File: src/rtl/vpa_pkg.sv
package vpa_pkg;

	localparam int MAX_RESULTS = 16;
	localparam int RW          = $clog2(MAX_RESULTS + 1);
	localparam logic [15:0] POOL_RESET = 16'd1000;
	localparam logic [31:0] TIME_MAX   = 32'hFFFF_FFFF;

	localparam logic       CMD_ARRIVE = 1'b0;
	localparam logic       CMD_TICK   = 1'b1;
	localparam logic       CFG_POLICY = 1'b0;
	localparam logic       CFG_POOL   = 1'b1;
	localparam logic [1:0] POL_BEST   = 2'd1;
	localparam logic [1:0] POL_WORST  = 2'd2;
	localparam logic       ST_PLACED  = 1'b0;
	localparam logic       ST_REJECT  = 1'b1;

	typedef struct packed {
		logic [15:0] size;
		logic [31:0] end_time;
		logic        free;
	} seg_t;

	typedef enum logic [2:0] {
		CELL_HOLD,
		CELL_REL,
		CELL_SHL,
		CELL_SHR,
		CELL_WR,
		CELL_CLR
	} cell_op_t;

endpackage

File: src/rtl/vpa_cell.sv
module vpa_cell #(
	parameter bit HEAD = 1'b0
) (
	input  logic               clk,
	input  logic               arst_n,
	input  vpa_pkg::cell_op_t  op,
	input  vpa_pkg::seg_t      wdata,
	input  vpa_pkg::seg_t      left,
	input  vpa_pkg::seg_t      right,
	input  logic [31:0]        time_now,
	output vpa_pkg::seg_t      seg
);
	import vpa_pkg::*;

	seg_t seg_q;

	always_ff @(posedge clk or negedge arst_n) begin
		if (!arst_n) begin
			seg_q.size     <= HEAD ? POOL_RESET : 16'd0;
			seg_q.end_time <= '0;
			seg_q.free     <= HEAD;
		end else begin
			case (op)
				CELL_REL: begin
					if (!seg_q.free && seg_q.end_time <= time_now)
						seg_q.free <= 1'b1;
				end
				CELL_SHL: seg_q <= right;
				CELL_SHR: seg_q <= left;
				CELL_WR:  seg_q <= wdata;
				CELL_CLR: seg_q <= '0;
				default:  seg_q <= seg_q;
			endcase
		end
	end

	assign seg = seg_q;

endmodule

File: config.mk
export PLATFORM = sky130hd
export DESIGN_NAME = vpa_cell
export DESIGN_NICKNAME = d
export VERILOG_FILES = /design/src/rtl/vpa_pkg.sv /design/src/rtl/vpa_cell.sv
export SDC_FILE = /design/constraint.sdc
export NUM_CORES = 1
export LEC_CHECK = 0
export ABC_CLOCK_PERIOD_IN_PS = 3000
export BUFFER_PORTS_ARGS = -buffer_cell sky130_fd_sc_hd__buf_2
export CORE_UTILIZATION = 47
export CTS_CLUSTER_DIAMETER = 100
export DETAILED_ROUTE_END_ITERATION = 16
export PLACE_DENSITY_LB_ADDON = 0.05
export SLEW_MARGIN = 20
export SYNTH_ARGS = -nofsm -noshare
export SYNTH_HDL_FRONTEND = slang
export SYNTH_SLANG_ARGS = --single-unit
File: constraint.sdc
create_clock -name clk -period 3 [get_ports clk]
set_input_delay 0.3 -clock clk [delete_from_list [all_inputs] [get_ports clk]]
set_output_delay 0.3 -clock clk [all_outputs]
set_load 0.03 [all_outputs]
# Yosys cells after proc, flatten, opt, wreduce, memory -nomap -nowiden
# Cells that the tools add are included.
[totals]
ff_bits = 49
inputBits = 184
output_inout_bits = 49
word_cells = 18
[op_classes]
magnitude_cmp = 1
n_eq_ne = 6
n_mux = 3
reduce_logical = 5
[ops]
columns = ["operator", "n"]
rows = [
  ["case mux 48 bit (4 select lines)", 1],
  ["<= comparator 32 bit", 1],
  ["equality test 3 x 2 -> 1 bit (second input constant)", 2],
  ["equality test 3 bit (second input constant)", 2],
  ["case mux 1 bit (5 select lines)", 1],
  ["nonzero test 5 bit", 1],
  ["nonzero test 4 bit", 1],
  ["equality test 3 x 1 -> 1 bit (second input constant)", 1],
  ["!= test 2 bit (second input constant)", 1],
  ["AND reduction 2 bit", 1],
  ["logical AND 1 bit", 1],
  ["zero test 1 bit", 1],
  ["2-to-1 mux 1 bit", 1],
]

# Depth between registers and ports, before layout
# Gate-level depths: netlist of run 1.
[logic_depth]
word_depth = 4
mapped_depth = 8
depth_no_buf = 8

# Worst setup path after synthesis of run 1
# OpenSTA, ideal clock, no wires.
[synth_timing]
kind = "reg-to-reg"
start = "reg seg_q, in the netlist seg[16]"
end = "reg seg_q, in the netlist seg[0]"
setup_time_ns = 0.124
arrival_time_ns = 1.828
t_required_ns = 2.876
setup_slack_ns = 1.048
path_stages_with_launch = 8
path_buffers = 0
cell_sequence = "dfrtp_1 -> ha_1 -> nand4_1 -> nor4_1 -> a21boi_0 -> nor4b_1 -> o211ai_1 -> nand2_1"
[synth_between]
elab_chain_len = 4
[synth_rtl]
columns = ["item", "line_no", "source"]
rows = [
  ["from (decl)", "vpa_cell.sv:15", "seg_t seg_q;"],
  ["from (signal assigned)", "vpa_cell.sv:28", "CELL_SHL: seg_q <= right;"],
  ["from (signal assigned)", "vpa_cell.sv:29", "CELL_SHR: seg_q <= left;"],
  ["from (signal assigned)", "vpa_cell.sv:30", "CELL_WR: seg_q <= wdata;"],
  ["<= comparator 32 bit", "vpa_cell.sv:25", "if (!seg_q.free && seg_q.end_time <= time_now)"],
  ["logical AND 1 bit", "vpa_cell.sv:25", ""],
  ["!= test 2 bit (no line)", "-", ""],
  ["AND reduction 2 bit (no line)", "-", ""],
]
# No other way between the ends.
# A chain may end at the register's enable or synchronous reset.

# Final worst setup path of run 1
# Same ends and word-level chain as after synthesis.

==> flow_metrics.env, run 1 <==
export IMPL_status="finished, final reports clean"
export IMPL_p_comb_frac=0.413
export IMPL_vias_per_cell=5.55
export IMPL_postSynthCellCount=349
export IMPL_postRouteAntennaNets=0
export IMPL_portBuffers=232
export IMPL_vias=3697
export IMPL_tightest_slew_ns=0.807
export IMPL_endpoint_kind="flop"
export IMPL_worstSetupStartpointType="flop"
export IMPL_synth_area_sq_um=3700
export IMPL_postCtsSetupRepairBufs=0
export IMPL_pwr_share_seq=0.356
export IMPL_fmax_mhz=468
export IMPL_ys_warn_count=0
export IMPL_postCtsResizedCells=0
export IMPL_total_power_mw=2.43
export IMPL_max_slew_margin=0.462
export IMPL_cp_startpoint="seg[16]"
export IMPL_rows=31
export IMPL_cp_arrival_ns=2.32
export IMPL_area_growth_syn_to_layout_pct=35.5
export IMPL_die_area_sq_um=8230
export IMPL_power_density_nw_per_um2=484
export IMPL_grt_total_usage=0.250
export IMPL_post_drt_wl_per_cell_microns=15.3
export IMPL_grt_first_pass_wirelength_microns=16700
export IMPL_worstSetupPathType="flop to flop"
export IMPL_cts_sinks=49
export IMPL_final_cell_area_sq_um=5010
export IMPL_cts_buffers=5
export IMPL_rsz0062_at_grt="false"
export IMPL_finClkSkew_ns=0.00586
export IMPL_p_sw_uw=882
export IMPL_largest_reg_flops=49
export IMPL_grt_max_degree=97
export IMPL_ys_ff_latch=49
export IMPL_p_leak_nw=2.64
export IMPL_dpl_cell_area_sq_um=4870
export IMPL_synth_nets=566
export IMPL_cp_required_ns=3.19
export IMPL_initial_utilization=0.497
export IMPL_swShare=0.364
export IMPL_setup_viol=0
export IMPL_wl_microns=10200
export IMPL_ff2ff_path_depth=7
export IMPL_drt_initial_drc_count=97
export IMPL_fp_dieH_microns=90.7
export IMPL_drv_slew=0
export IMPL_ctsLongestPathBuffers=2
export IMPL_cp_max_fo=3
export IMPL_worstSkewPairLatency_ns=0.30
export IMPL_clock_root_buffer="clkbuf_8"
export IMPL_synth_seq_area_share=0.332
export IMPL_core_area_sq_um=7450
export IMPL_fin_crit_ns=2.14
export IMPL_dpl_hpwl_microns=7730
export IMPL_finalSetupTns_ns=0
export IMPL_hold_viol=0
export IMPL_setup_ws_ns=0.864
export IMPL_path_clk_slew_ns=0.09
export IMPL_holdBufCountCts=0
export IMPL_antenna_found_initial=0
export IMPL_nets=783
export IMPL_clkPwrFrac=0.230
export IMPL_p_int_mw=1.54
export IMPL_final_core_util=0.673
export IMPL_gp_congestion=0.773
export IMPL_drv_cap=0
export IMPL_route_detailed_drc=0
export IMPL_hold_class="primary input to asynchronous set/reset pin"
export IMPL_cts_tree="done"
export IMPL_ios=233
export IMPL_grt_pass1_vias=3575
export IMPL_cts_htree_levels=2
export IMPL_fin_crit_sh=0.712
export IMPL_synth_distinct_cells=33
export IMPL_rrSetupSlack_ns=0.86
export IMPL_r2r_start="seg[16]"
export IMPL_cp_endpoint="seg[0]"
export IMPL_pre_cts_ws_ns=0.767
export IMPL_firstDrtPassIters=4
export IMPL_die_w_microns=90.7
export IMPL_overflow=0
export IMPL_avgSynthCellArea_sq_um=10.6
export IMPL_antennaDiodeCount=0
export IMPL_peakVddDrop_mv=0.273
export IMPL_r2r_end="seg[0]"
export IMPL_layout_drive_gt1_share=0.522
-- worst min-delay path by stage --
stage               slack (ns)  depth (start not counted)      to    from
global route              0.14                          1  seg[7]  arst_n
detailed placement        0.44                          1  seg[8]  arst_n
floorplan                0.004                          0  seg[0]  arst_n
global placement          0.43                          1  seg[8]  arst_n
CTS                        0.1                          1  seg[8]  arst_n
finish                    0.08                          1  seg[8]  arst_n
-- metrics by stage --
stage	hold WS, ns	cells
CTS	0.0983	666
finish	0.0816	666
detailed placement	0.435	658
floorplan	0.00441	349
global placement	0.428	658
global route	0.140	666
-- power by group through the flow --
stage	clock network (mW)	registers (mW)	logic (mW)
2_1_floorplan	0	1.11	0.410
3_3_place_gp	0	0.873	0.989
3_5_place_dp	0	0.877	1.01
4_1_cts	0.571	0.864	1.01
5_1_grt	0.597	0.885	1.10
6_report	0.559	0.864	1.00
-- cells in the mapped netlist, drive strengths merged --
master	instances	area share
o41ai	1	0.0024
nor2	3	0.0030
a21oi	17	0.023
nor4b	1	0.0024
buf	18	0.038
o31ai	1	0.0020
o21ai	5	0.0068
o211ai	3	0.0061
a21boi	2	0.0041
nor3b	50	0.10
clkbuf	8	0.0081
nor3	1	0.0014
nor2b	1	0.0017
nand4	6	0.010
nand2	9	0.0091
ha	33	0.11
a21o	2	0.0041
nor4	2	0.0034
and4bb	2	0.0068
dfrtp	49	0.33
and4	1	0.0024
a22o	1	0.0024
and3b	1	0.0024
nand3	3	0.0041
inv	33	0.033
mux2i	1	0.0027
a221o	48	0.13
mux2	47	0.14
-- final cells by class --
type	instances	area [sq um]
clock buffers	5	68.8
clock inverters	3	65.1
fillers	637	2440
inverters	33	124
multi-input cells	241	2190
flip-flops and latches	49	1230
well taps	99	124
repair buffers	236	1220
-- metal layers --
metal	wire, microns	vias to the layer above	global-route usage
met4	161	0	0.0672
met2	5200	156	0.461
li1	-	1779	-
met5	0	-	0
met1	4240	1748	0.295
met3	600	14	0.0455
-- cell usage in the layout, fill, tap and decap left out, types with 2 or more instances in the layout --
cell type  instances
nor3b_1           49
buf_4              2
nand4_1            6
nand3_1            3
a21boi_0           2
nor4_1             2
a21o_1             2
a21oi_1           17
nand2_1            9
o211ai_1           3
dfrtp_1           49
bufinv_16          2
ha_1              32
clkbuf_8           5
buf_2            232
nor2_1             3
inv_1             32
o21ai_0            5
mux2_2            47
a221o_1           48
buf_12             2
-- worst max-delay path: stages (launching register included) --
cell and delay, ns:
dfrtp_1 0.41, ha_1 0.32, nand4_1 0.15, nor4_1 0.53, a21boi_0 0.27, nor4b_1 0.10
o211ai_1 0.18, nand2_1 0.07
-- kinds of logic after synthesis --
group	share of synthesized area
AO/OA/AOI/OAI	0.181
AND/OR/NAND/NOR	0.151
buffers and inverters	0.0792
flip-flops	0.332
multiplexers	0.146
adder cells (fa/ha/maj)	0.112
(Power assumes the default switching activity.)
==> run 2, diff against run 1 <==
--- a/config.mk
+++ b/config.mk
@@ -5,9 +5,9 @@
 export SDC_FILE = /design/constraint.sdc
 export NUM_CORES = 1
 export LEC_CHECK = 0
-export ABC_CLOCK_PERIOD_IN_PS = 3000
+export ABC_CLOCK_PERIOD_IN_PS = 2150
 export BUFFER_PORTS_ARGS = -buffer_cell sky130_fd_sc_hd__buf_2
-export CORE_UTILIZATION = 47
+export CORE_UTILIZATION = 44
 export CTS_CLUSTER_DIAMETER = 100
 export DETAILED_ROUTE_END_ITERATION = 16
 export PLACE_DENSITY_LB_ADDON = 0.05
==> constraint.sdc (replaced) <==
create_clock -name clk -period 2.15 [get_ports clk]
set_input_delay 0.215 -clock clk [delete_from_list [all_inputs] [get_ports clk]]
set_output_delay 0.215 -clock clk [all_outputs]
set_load 0.03 [all_outputs]
==> run 2 against run 1 <==
Against the previous run:
- sequential cell count unchanged
- non-clock buffer count rose by 7
- count of clock-buffer cells in the layout did not move
- hold slack better by 0.18 ns
- largest power group unchanged
==> flow_metrics.env, run 2 (synthesis results as in run 1) <==
export IMPL_rows=33
export IMPL_holdWs_ns=0.257
export IMPL_ios=233
export IMPL_fin_crit_ns=1.95
export IMPL_rsz0062_at_grt="false"
export IMPL_setup_viol=0
export IMPL_layout_commonest_cell="buf_2"
export IMPL_antenna_found_initial=1
export IMPL_portBuffers=232
export IMPL_nets=790
export IMPL_grt_first_pass_wirelength_microns=15700
export IMPL_pre_cts_ws_ns=0.0970
export IMPL_post_drt_wl_per_cell_microns=15.2
export IMPL_clock_root_buffer="clkbuf_8"
export IMPL_largest_reg_flops=49
export IMPL_vias=3636
export IMPL_grt_pass1_vias=3389
export IMPL_finalSetupTns_ns=0
export IMPL_power_density_nw_per_um2=647
export IMPL_fp_dieH_microns=93.7
export IMPL_fmax_mhz=514
export IMPL_cts_tree="done"
export IMPL_area_growth_syn_to_layout_pct=37.0
export IMPL_worstSkewPairLatency_ns=0.31
export IMPL_initial_utilization=0.452
export IMPL_grt_total_usage=0.232
export IMPL_worstSetupPathType="flop to flop"
export IMPL_final_cell_area_sq_um=5070
export IMPL_cp_arrival_ns=2.15
export IMPL_overflow=0
export IMPL_multi_input_area_sq_um=2200
export IMPL_dpl_cell_area_sq_um=4940
export IMPL_status="finished, final reports clean"
export IMPL_die_w_microns=93.7
export IMPL_cp_required_ns=2.35
export IMPL_path_clk_slew_ns=0.09
export IMPL_dpl_hpwl_microns=8150
export IMPL_route_detailed_drc=0
export IMPL_cp_cell_sequence="ha_1, nand4_1, nor4_4, a21boi_1, nor4b_1, o211ai_1, nand2_1"
export IMPL_max_slew_margin=0.608
export IMPL_ff_latch_area_sq_um=1230
export IMPL_fin_crit_sh=0.905
export IMPL_cpPeakStageDelay_ns=0.40
export IMPL_p_leak_nw=2.68
export IMPL_crit_path_top_delay_cell="dfrtp_1"
export IMPL_postRouteAntennaNets=0
export IMPL_finClkSkew_ns=0.00673
export IMPL_layout_common_cells="232 x buf_2, 49 x nor3b_1, 49 x dfrtp_1"
export IMPL_cts_sinks=49
export IMPL_grt_max_degree=51
export IMPL_die_area_sq_um=8780
export IMPL_vias_per_cell=5.36
export IMPL_worstSetupStartpointType="flop"
export IMPL_hold_viol=0
export IMPL_endpoint_kind="flop"
export IMPL_wl_microns=10300
export IMPL_tightest_slew_ns=0.588
export IMPL_setup_ws_ns=0.203
export IMPL_core_area_sq_um=8180
export IMPL_cp_max_fo=3
export IMPL_drv_slew=0
export IMPL_antennaDiodeCount=0
export IMPL_firstDrtPassIters=4
export IMPL_peakVddDrop_mv=0.305
export IMPL_layout_drive_gt1_share=0.527
export IMPL_cts_buffers=5
export IMPL_drv_cap=0
export IMPL_ctsLongestPathBuffers=2
export IMPL_gp_congestion=0.795
export IMPL_fillCellCount=760
export IMPL_cts_htree_levels=2
export IMPL_drt_initial_drc_count=143
export IMPL_hold_class="primary input to flop"
[run 2: worst max-delay path: cells and delay by family, from the launching register on]
kind,cells,cell delay [ns]
compound gates,2,0.39
fa+ha+maj,1,0.33
flops,1,0.40
simple gates,4,0.71
[run 2: routing by layer]
metal  global-route usage  vias to the layer above  routed length [microns]
li1                     -                     1789                        -
met1                0.277                     1693                     4290
met2                0.419                      142                     5230
met3               0.0437                       12                      629
met4               0.0679                        0                      178
met5                    0                        -                        0
[run 2: what timing repair did]
action | CTS | global route
endpoints found under the hold margin | 22 | 0
setup endpoints to repair | 0 | 1
gates resized for setup | 0 | 3
buffers inserted | 0 | 0
hold buffers | 1 | 0
[run 2: worst paths after layout]
check / startpoint / end / slack, ns / depth (start not counted)
min in group asynchronous: arst_n / seg[10] / 0.43 / 2
max in group asynchronous: arst_n / seg[3] / 0.92 / 3
worst max-delay path: seg[16] / seg[0] / 0.20 / 7
worst max register to register: seg[16] / seg[0] / 0.20 / 7
worst min register to register: seg[44] / seg[44] / 0.51 / 1
worst min-delay path: wdata[46] / seg[46] / 0.26 / 3
[run 2: final cells by class]
class,count,share of cell area
multi-input combinational,241,0.434
timing repair buffer,243,0.253
sequential,49,0.242
tap,105,0.0259
inverter,33,0.0245
clock buffer,5,0.0136
clock inverter,2,0.00692
[run 2: power by group]
group          internal, mW  switching (mW)
clock                 0.339           0.316
sequential             1.09           0.109
combinational         0.611           0.814
total                  2.04            1.24
[run 2: metrics by stage]
step	cells	utilization	power, mW
floorplan	349	-	2.12
global placement	670	0.604	2.61
detailed placement	670	0.604	2.64
CTS	678	0.618	3.30
global route	678	0.620	3.47
finish	678	0.620	3.28
==> run 3, diff against run 2 <==
--- a/config.mk
+++ b/config.mk
@@ -11,6 +11,7 @@
 export CTS_CLUSTER_DIAMETER = 100
 export DETAILED_ROUTE_END_ITERATION = 16
 export PLACE_DENSITY_LB_ADDON = 0.05
+export RECOVER_POWER = 50
 export SLEW_MARGIN = 20
 export SYNTH_ARGS = -nofsm -noshare
 export SYNTH_HDL_FRONTEND = slang
==> run 3 against run 2 <==
Against the previous run:
- die area unchanged
- routed wire length grew 0.24%
- sequential cell count unchanged
- utilization down 0.81 points
- sequential power barely moved
- register-to-register slack about the same
- critical path type unchanged
- largest cell class unchanged
- largest power group unchanged
- highest routed layer unchanged
==> flow_metrics.env, run 3 (synthesis results as in run 1) <==
export IMPL_cts_buffers=5
export IMPL_vias_per_cell=5.34
export IMPL_tightest_slew_ns=0.700
export IMPL_grt_pass1_vias=3389
export IMPL_p_leak_nw=2.52
export IMPL_cts_htree_levels=2
export IMPL_dpl_hpwl_microns=8150
export IMPL_clock_root_buffer="clkbuf_8"
export IMPL_cp_arrival_ns=2.14
export IMPL_overflow=0
export IMPL_area_growth_syn_to_layout_pct=35.2
export IMPL_grt_max_degree=51
export IMPL_power_density_nw_per_um2=646
export IMPL_max_slew_margin=0.534
export IMPL_wl_microns=10400
export IMPL_hold_depth=3
export IMPL_ios=233
export IMPL_peakVddDrop_mv=0.302
export IMPL_fillCellCount=780
export IMPL_layout_commonest_cell="buf_2"
export IMPL_gp_congestion=0.795
export IMPL_status="finished, final reports clean"
export IMPL_drv_cap=0
export IMPL_antennaDiodeCount=0
export IMPL_path_clk_slew_ns=0.09
export IMPL_core_area_sq_um=8180
export IMPL_finClkSkew_ns=0.00521
export IMPL_nets=790
export IMPL_die_w_microns=93.7
export IMPL_grt_first_pass_wirelength_microns=15700
export IMPL_drt_initial_drc_count=135
export IMPL_crit_path_top_delay_cell="dfrtp_1"
export IMPL_worstSetupStartpointType="flop"
export IMPL_setup_viol=0
export IMPL_cp_required_ns=2.35
export IMPL_postRouteAntennaNets=0
export IMPL_die_area_sq_um=8780
export IMPL_largest_reg_flops=49
export IMPL_initial_utilization=0.452
export IMPL_cp_max_fo=3
export IMPL_drv_slew=0
export IMPL_final_core_util=0.612
export IMPL_ctsLongestPathBuffers=2
export IMPL_postCtsSetupRepairBufs=0
export IMPL_cp_cell_sequence="ha_1, nand4_1, nor4_4, a21boi_1, nor4b_1, o211ai_1, nand2_1"
export IMPL_cts_tree="done"
export IMPL_cpPeakStageDelay_ns=0.41
export IMPL_antenna_found_initial=1
export IMPL_worstSkewPairLatency_ns=0.31
export IMPL_firstDrtPassIters=6
export IMPL_fin_crit_sh=0.905
export IMPL_layout_drive_gt1_share=0.442
export IMPL_layout_common_cells="183 x buf_2, 49 x nor3b_1, 49 x clkbuf_1, 49 x dfrtp_1, 48 x a221o_1"
export IMPL_fin_crit_ns=1.95
export IMPL_grt_total_usage=0.232
export IMPL_fmax_mhz=514
export IMPL_hold_class="primary input to flop"
export IMPL_cts_sinks=49
export IMPL_portBuffers=232
export IMPL_rows=33
export IMPL_route_detailed_drc=0
export IMPL_rsz0062_at_grt="false"
export IMPL_finalSetupTns_ns=0
export IMPL_endpoint_kind="flop"
export IMPL_hold_viol=0
export IMPL_ff2ff_path_depth=7
export IMPL_worstSetupPathType="flop to flop"
export IMPL_vias=3622
export IMPL_fp_dieH_microns=93.7
export IMPL_post_drt_wl_per_cell_microns=15.3
## run 3: cell types whose count changed in the layout (fill, tap and decap cells not counted), sizes merged
cell / delta
buf: -51
clkbuf: +51
## run 3: cell type report
cell class	instances	area, sq um	share of cell area
timing repair buffer	243	1220	0.243
clock buffer	5	68.8	0.0138
tap	105	131	0.0263
inverter	33	124	0.0248
sequential	49	1230	0.245
clock inverter	2	35.0	0.00701
multi-input combinational	241	2200	0.439
## run 3: worst max-delay path, delay by kind of cell (launching register included)
kind                       cells  cell delay (ns)
AOI/OAI and AO/OA              2             0.39
and+or+nand+nor                4             0.71
DFF                            1             0.41
adders and majority gates      1             0.33
## run 3: path summary, 6_finish.rpt
| kind | start | slack [ns] | end |
|---|---|---|---|
| worst max-delay path | seg[16] | 0.20 | seg[0] |
| worst min-delay path | wdata[46] | 0.26 | seg[46] |
| worst max register to register | seg[16] | 0.20 | seg[0] |
| worst min register to register | seg[44] | 0.51 | seg[44] |
| max in group asynchronous | arst_n | 0.62 | seg[45] |
| min in group asynchronous | arst_n | 0.44 | seg[10] |
## run 3: timing repair
action,in CTS,in global routing
gates resized for setup,0,3
hold buffers,1,0
endpoints found under the setup margin,0,1
hold endpoints to repair,22,0
## run 3: metrics by stage
| stage | area, sq um | total power, mW | worst slack [ns] | instances | hold slack, ns |
|---|---|---|---|---|---|
| 2_1_floorplan | 3700 | 2.12 | 0.198 | 349 | -0.0806 |
| 3_3_place_gp | 4940 | 2.61 | 0.268 | 670 | 0.257 |
| 3_5_place_dp | 4940 | 2.64 | 0.0970 | 670 | 0.249 |
| 4_1_cts | 5050 | 3.30 | 0.0669 | 678 | 0.252 |
| 5_1_grt | 5000 | 3.43 | 0.00411 | 678 | 0.254 |
| 6_report | 5000 | 3.23 | 0.205 | 678 | 0.259 |
## run 3: power by group
group          switching [mW]  internal (mW)
sequential              0.114           1.09
combinational           0.812          0.561
clock                   0.314          0.339
## run 3: routing by layer
metal,vias up,share of wire,GRT usage,routed length [microns]
met3,12,0.063,0.0437,649
met1,1681,0.42,0.277,4320
li1,1789,-,-,-
met4,0,0.017,0.0679,178
met5,-,0,0,0
met2,140,0.50,0.419,5210
